===== src/rtl/bcmp_pkg.sv =====
// bcmp_pkg: shared types and constants for the binomial-mod-prime block.
// No dependencies; used by every module in rtl/.
`timescale 1ns / 1ps
package bcmp_pkg;

    localparam int unsigned W          = 30;
    localparam logic [W-1:0] P_MOD     = 30'd1000000007;
    localparam logic [W-1:0] P_EXP     = P_MOD - 30'd2;
    localparam int unsigned MAX_K_DEF  = 2047;
    // Barrett factor floor(2^60 / p), 31 bits
    localparam logic [63:0] MU_FULL    = (64'd1 << 60) / {34'd0, P_MOD};
    localparam logic [30:0] MU         = MU_FULL[30:0];

    typedef struct packed {
        logic [W-1:0] n_value;
        logic [W-1:0] k_value;
    } t_req;

    typedef struct packed {
        logic [W-1:0] binom;
        logic         range_error;
    } t_res;

    typedef enum logic [4:0] {
        OP_NONE,
        OP_FILL_INIT,
        OP_RUN_MUL,
        OP_RUN_LOAD,
        OP_POW_MUL,
        OP_POW_ACC,
        OP_SQ_MUL,
        OP_SQ_LOAD,
        OP_TBL_WR,
        OP_REQ_LOAD,
        OP_REQ_PREP,
        OP_REQ_FAC,
        OP_PROD_MUL,
        OP_PROD_ACC,
        OP_TBL_RD,
        OP_FIN_MUL,
        OP_FIN_ACC,
        OP_RESULT
    } t_op;

    typedef struct packed {
        t_op op;
    } t_cmd;

    typedef struct packed {
        logic mul_done;
        logic expo_zero;
        logic expo_bit0;
        logic fill_last;
        logic req_err;
        logic kk_zero;
        logic cnt_last;
    } t_sts;

endpackage


===== src/rtl/bcmp_ctrl.sv =====
// bcmp_ctrl: sequencer for table fill, exponentiation and request product.
// Depends on bcmp_pkg.
`timescale 1ns / 1ps
module bcmp_ctrl (
    input  logic            i_clk,
    input  logic            i_rst_n,
    input  logic            start,
    input  bcmp_pkg::t_sts  i_sts,
    output bcmp_pkg::t_cmd  o_cmd,
    output logic            busy
);
    import bcmp_pkg::*;

    typedef enum logic [4:0] {
        S_INIT, S_RUN_MUL, S_RUN_WAIT, S_RUN_LOAD, S_POW_TEST,
        S_PMUL, S_PWAIT, S_PLOAD, S_SMUL, S_SWAIT, S_SLOAD, S_TBL_WR,
        S_IDLE, S_REQ_PREP, S_REQ_FAC, S_PRMUL, S_PRWAIT, S_PRLOAD,
        S_TRD, S_FMUL, S_FWAIT, S_FLOAD, S_RESULT
    } t_state;

    t_state r_state, n_state;

    always_comb begin
        n_state = r_state;
        o_cmd.op = OP_NONE;
        unique case (r_state)
            S_INIT:     begin o_cmd.op = OP_FILL_INIT; n_state = S_RUN_MUL; end
            S_RUN_MUL:  begin o_cmd.op = OP_RUN_MUL;   n_state = S_RUN_WAIT; end
            S_RUN_WAIT: if (i_sts.mul_done) n_state = S_RUN_LOAD;
            S_RUN_LOAD: begin o_cmd.op = OP_RUN_LOAD;  n_state = S_POW_TEST; end
            S_POW_TEST: begin
                priority if (i_sts.expo_zero) n_state = S_TBL_WR;
                else if (i_sts.expo_bit0)     n_state = S_PMUL;
                else                          n_state = S_SMUL;
            end
            S_PMUL:     begin o_cmd.op = OP_POW_MUL;   n_state = S_PWAIT; end
            S_PWAIT:    if (i_sts.mul_done) n_state = S_PLOAD;
            S_PLOAD:    begin o_cmd.op = OP_POW_ACC;   n_state = S_SMUL; end
            S_SMUL:     begin o_cmd.op = OP_SQ_MUL;    n_state = S_SWAIT; end
            S_SWAIT:    if (i_sts.mul_done) n_state = S_SLOAD;
            S_SLOAD:    begin o_cmd.op = OP_SQ_LOAD;   n_state = S_POW_TEST; end
            S_TBL_WR: begin
                o_cmd.op = OP_TBL_WR;
                n_state  = i_sts.fill_last ? S_IDLE : S_RUN_MUL;
            end
            S_IDLE: if (start) begin
                o_cmd.op = OP_REQ_LOAD;
                n_state  = S_REQ_PREP;
            end
            S_REQ_PREP: begin o_cmd.op = OP_REQ_PREP;  n_state = S_REQ_FAC; end
            S_REQ_FAC: begin
                o_cmd.op = OP_REQ_FAC;
                priority if (i_sts.req_err) n_state = S_RESULT;
                else if (i_sts.kk_zero)     n_state = S_TRD;
                else                        n_state = S_PRMUL;
            end
            S_PRMUL:    begin o_cmd.op = OP_PROD_MUL;  n_state = S_PRWAIT; end
            S_PRWAIT:   if (i_sts.mul_done) n_state = S_PRLOAD;
            S_PRLOAD: begin
                o_cmd.op = OP_PROD_ACC;
                n_state  = i_sts.cnt_last ? S_TRD : S_PRMUL;
            end
            S_TRD:      begin o_cmd.op = OP_TBL_RD;    n_state = S_FMUL; end
            S_FMUL:     begin o_cmd.op = OP_FIN_MUL;   n_state = S_FWAIT; end
            S_FWAIT:    if (i_sts.mul_done) n_state = S_FLOAD;
            S_FLOAD:    begin o_cmd.op = OP_FIN_ACC;   n_state = S_RESULT; end
            S_RESULT:   begin o_cmd.op = OP_RESULT;    n_state = S_IDLE; end
            default:    n_state = S_INIT;
        endcase
    end

    always_ff @(posedge i_clk) begin
        if (!i_rst_n) begin
            r_state <= S_INIT;
        end else begin
            r_state <= n_state;
        end
    end

    assign busy = (r_state != S_IDLE);

    a_accept_prep: assert property (@(posedge i_clk) disable iff (!i_rst_n)
        (start && !busy) |=> (r_state == S_REQ_PREP)) else $error("start not taken");

endmodule


===== config.mk =====
export PLATFORM = sky130hd
export DESIGN_NAME = bcmp_ctrl
export DESIGN_NICKNAME = d
export VERILOG_FILES = /design/src/rtl/bcmp_pkg.sv /design/src/rtl/bcmp_ctrl.sv
export SDC_FILE = /design/constraint.sdc
export NUM_CORES = 1
export LEC_CHECK = 0
export ABC_AREA = 0
export BUFFER_PORTS_ARGS = -buffer_cell sky130_fd_sc_hd__buf_2
export CORE_UTILIZATION = 39
export DETAILED_ROUTE_END_ITERATION = 10
export PLACE_DENSITY = 0.61
export SYNTH_ARGS = -nofsm -noshare
export SYNTH_HDL_FRONTEND = slang
export SYNTH_SLANG_ARGS = --single-unit

===== constraint.sdc =====
create_clock -name i_clk -period 1.7 [get_ports i_clk]
set_input_delay 0.255 -clock i_clk [delete_from_list [all_inputs] [get_ports i_clk]]
set_output_delay 0.255 -clock i_clk [all_outputs]
set_load 0.1 [all_outputs]

==> metrics.cfg <==
[setup_path]
cp_data_required_time_ps = 1440
crit_path_end_kind = primary output
rr_worst_depth = 7
start_kind = flop
critPathMaxStageDelay_ps = 360
worstPathCellList = buf_6, nand2b_4, nor2_4, a21oi_2, o22ai_2, a31o_4, buf_12
cp_max_fo = 6
slowest_stage = dfxtp_4
arrival_ps = 1450
crit_type = reg2out

[yosys]
syn-num-nets = 124
muxShareOfSynthArea_pct = 0
yosys.area.top_type = dfxtp_1
synth_top_area_share_pct = 13.4
synth_cells = 114
synthSimpleGateAreaFrac_pct = 30.2
synth_flop_cell = dfxtp_1
async_flop_share_pct = 0
synth-xor-area-share_pct = 2.35
seq_area_frac_synth_pct = 13.4
yosysMostFrequentCell = nor2_1
yosys.area_share.adder_pct = 0
synth_commonest_cells = 15 x nor2_1, 11 x nand2_1, 7 x a21oi_1, 7 x o21ai_1, 6 x buf_2
ys_warn_count = 0
avgSynthCellArea_sq_um = 6.55
synth_edf_count = 0
synth_cell_types = 43
netlist_area_sq_um = 747
synth_top_family_by_area = compound AO/OA/AOI/OAI gates
ys_seq_elements = 5
synthTopCellsByArea = dfxtp_1 13%, nor2_1 7.5%, nand2_1 5.5%
synth-compound-area-share_pct = 41.5

[floorplan]
row_count = 15
ios = 16
start_util_pct = 42.3
core_sq_mm = 0.00176
die_h_microns = 45.8
dieArea_sq_mm = 0.00209
die_w_microns = 45.8

[timing]
setup_viol = 1
hold_viol_final = 0
skew_ps = 2.87
rsz0062_at_grt = true
postLayoutSetupSlackWorst_ps = -2.68
relSlewSlack_pct = 77.5
final.period_utilization_pct = 100
tightest_slew_ps = 335
max_clock_freq_mhz = 587
fin_crit_ps = 1700
slew_violations = 0

[detailed_routing]
ant_nets = 0
drcViolationCount = 0
drt_iter0_drc = 41
drt_pass1_iterations = 4
wl_microns = 2550
avgRoutedWirePerCell_microns = 14.9
num_vias = 1010
vias_per_cell = 5.91

[pwr]
p_seq_share_pct = 11.5
pwr-share-clk_pct = 7.7
cellInternalPower_mw = 0.912
vdd_drop_max_mv = 0.985
p_sw_share_pct = 53.5
p_switching_mw = 1.05
power_density_mw_per_mm2 = 1580
p_comb_share_pct = 80.8
p_total_mw = 1.96
leakage_nw = 0.488

[run_status]
violations = setup timing
outcome = finished, violations left

[worst_hold_path]
hp-class = in2reg
worst_hold_path.num_cells = 2

[placed_design]
dpl.hpwl_microns = 1660
gp_congestion = 0.898
port_buffers = 15
post_dp_cell_area_sq_mm = 0.00106

[clocking]
postCtsHoldBufs = 0
clock-root-buffer = clkbuf_4
htreeDepth = 1
cts_tree = built
cts_buffers = 3
clock-sinks = 5
path_clk_slew_ps = 50
clkLatencyLatePin_ps = 260
ctsLongestPathBuffers = 2

[grt]
grt.total_usage_pct = 28.1
grt_antenna_before_repair = 0
grt_max_degree = 27
grt_pass1_vias = 922
grt_pass1_wl_microns = 4180
gr-total-overflow = 0

[layout]
finish.instance_area_sq_mm = 0.00124
largest_register_ffs = 5
regMostFlops = r_state
antenna_cells = 0
layout-drive-gt1-share_pct = 49.3
area_growth_syn_to_layout_pct = 66.3
largest_registers = r_state (5)
fin_nets = 157

[job]
cap_violations = 0

worst paths after layout:
kind	from	end	slack, ps
max	r_state[3]$_SDFFE_PN0P_	o_cmd[2]	-3
max reg2reg	r_state[3]$_SDFFE_PN0P_	r_state[0]$_SDFFE_PN0P_	110
min reg2reg	r_state[1]$_SDFFE_PN0P_	r_state[0]$_SDFFE_PN0P_	780
min	i_rst_n	r_state[2]$_SDFFE_PN0P_	270
cells in the final DEF (no fill, tap or decap), types with 2 or more instances in the layout:
master,instances
o21ai_0,4
a2bb2oi_1,2
nand3_1,2
nand2b_1,2
a21oi_1,3
o21ai_1,7
a21oi_2,3
o21a_1,2
buf_2,9
nor2_1,10
o211ai_1,3
a31oi_1,3
clkbuf_4,3
nand2_1,9
nor2_4,3
o31ai_1,2
nor2_2,2
buf_4,21
nand3b_1,2
nand2_2,2
buf_12,7
buf_6,3
xnor2_1,2
inv_1,3
nand2b_4,2
nor3_1,2
dfxtp_4,4
worst max-delay path, delay by kind of cell, from the launching register on:
kind | cells | cell delay, ps
AO/OA/AOI/OAI | 3 | 400
buffers and inverters | 2 | 290
flip-flops | 1 | 360
AND/OR/NAND/NOR | 2 | 140
metal layers:
metal  part of all wire [%]  vias to the layer above  track usage (%)  routed length (microns)
met5                      0                        -                0                        0
met4                    2.1                        0             10.6                       54
met3                    5.6                        8             1.19                      144
met2                     50                       49             48.6                     1280
met1                     42                      468             36.5                     1070
li1                       -                      485                -                        -
stage by stage:
stage / setup TNS (ps) / setup slack, ps / hold WS (ps) / std cells / util, %
2_1_floorplan: -169 / -116 / 370 / 114 / -
4_1_cts: -7.55 / -5.72 / 270 / 170 / 69.3
5_1_grt: -123 / -44.8 / 283 / 171 / 70.4
3_5_place_dp: 0 / 124 / 547 / 159 / 60.4
6_report: -2.68 / -2.68 / 274 / 171 / 70.4
3_3_place_gp: 0 / 131 / 546 / 159 / 60.4
power groups by stage:
stage / combinational (mW) / sequential (mW) / clock [mW]
5_1_grt: 1.67 / 0.229 / 0.152
4_1_cts: 1.54 / 0.224 / 0.147
2_1_floorplan: 1.06 / 0.164 / 0
6_report: 1.58 / 0.225 / 0.150
3_3_place_gp: 1.45 / 0.205 / 0
3_5_place_dp: 1.46 / 0.207 / 0
cell type report:
type,count,area [sq um]
Clock buffer,4,26.3
Fill cell,148,522
Inverter,5,21.3
Multi-Input combinational cell,92,671
Sequential cell,5,116
Tap cell,25,31.3
Timing Repair Buffer,40,377
repair_timing:
action,in CTS,in global routing
setup buffers,7,1
endpoints found under the setup margin,6,6
resized for setup,27,3
pin swaps,7,5
cells by family after synthesis:
logic type                after synthesis
AOI/OAI and AO/OA                      45
xor gates and xnor gates                2
buffers and inverters                  17
DFF                                     5
and+or+nand+nor                        45
Power figures use the tool's default switching activity.
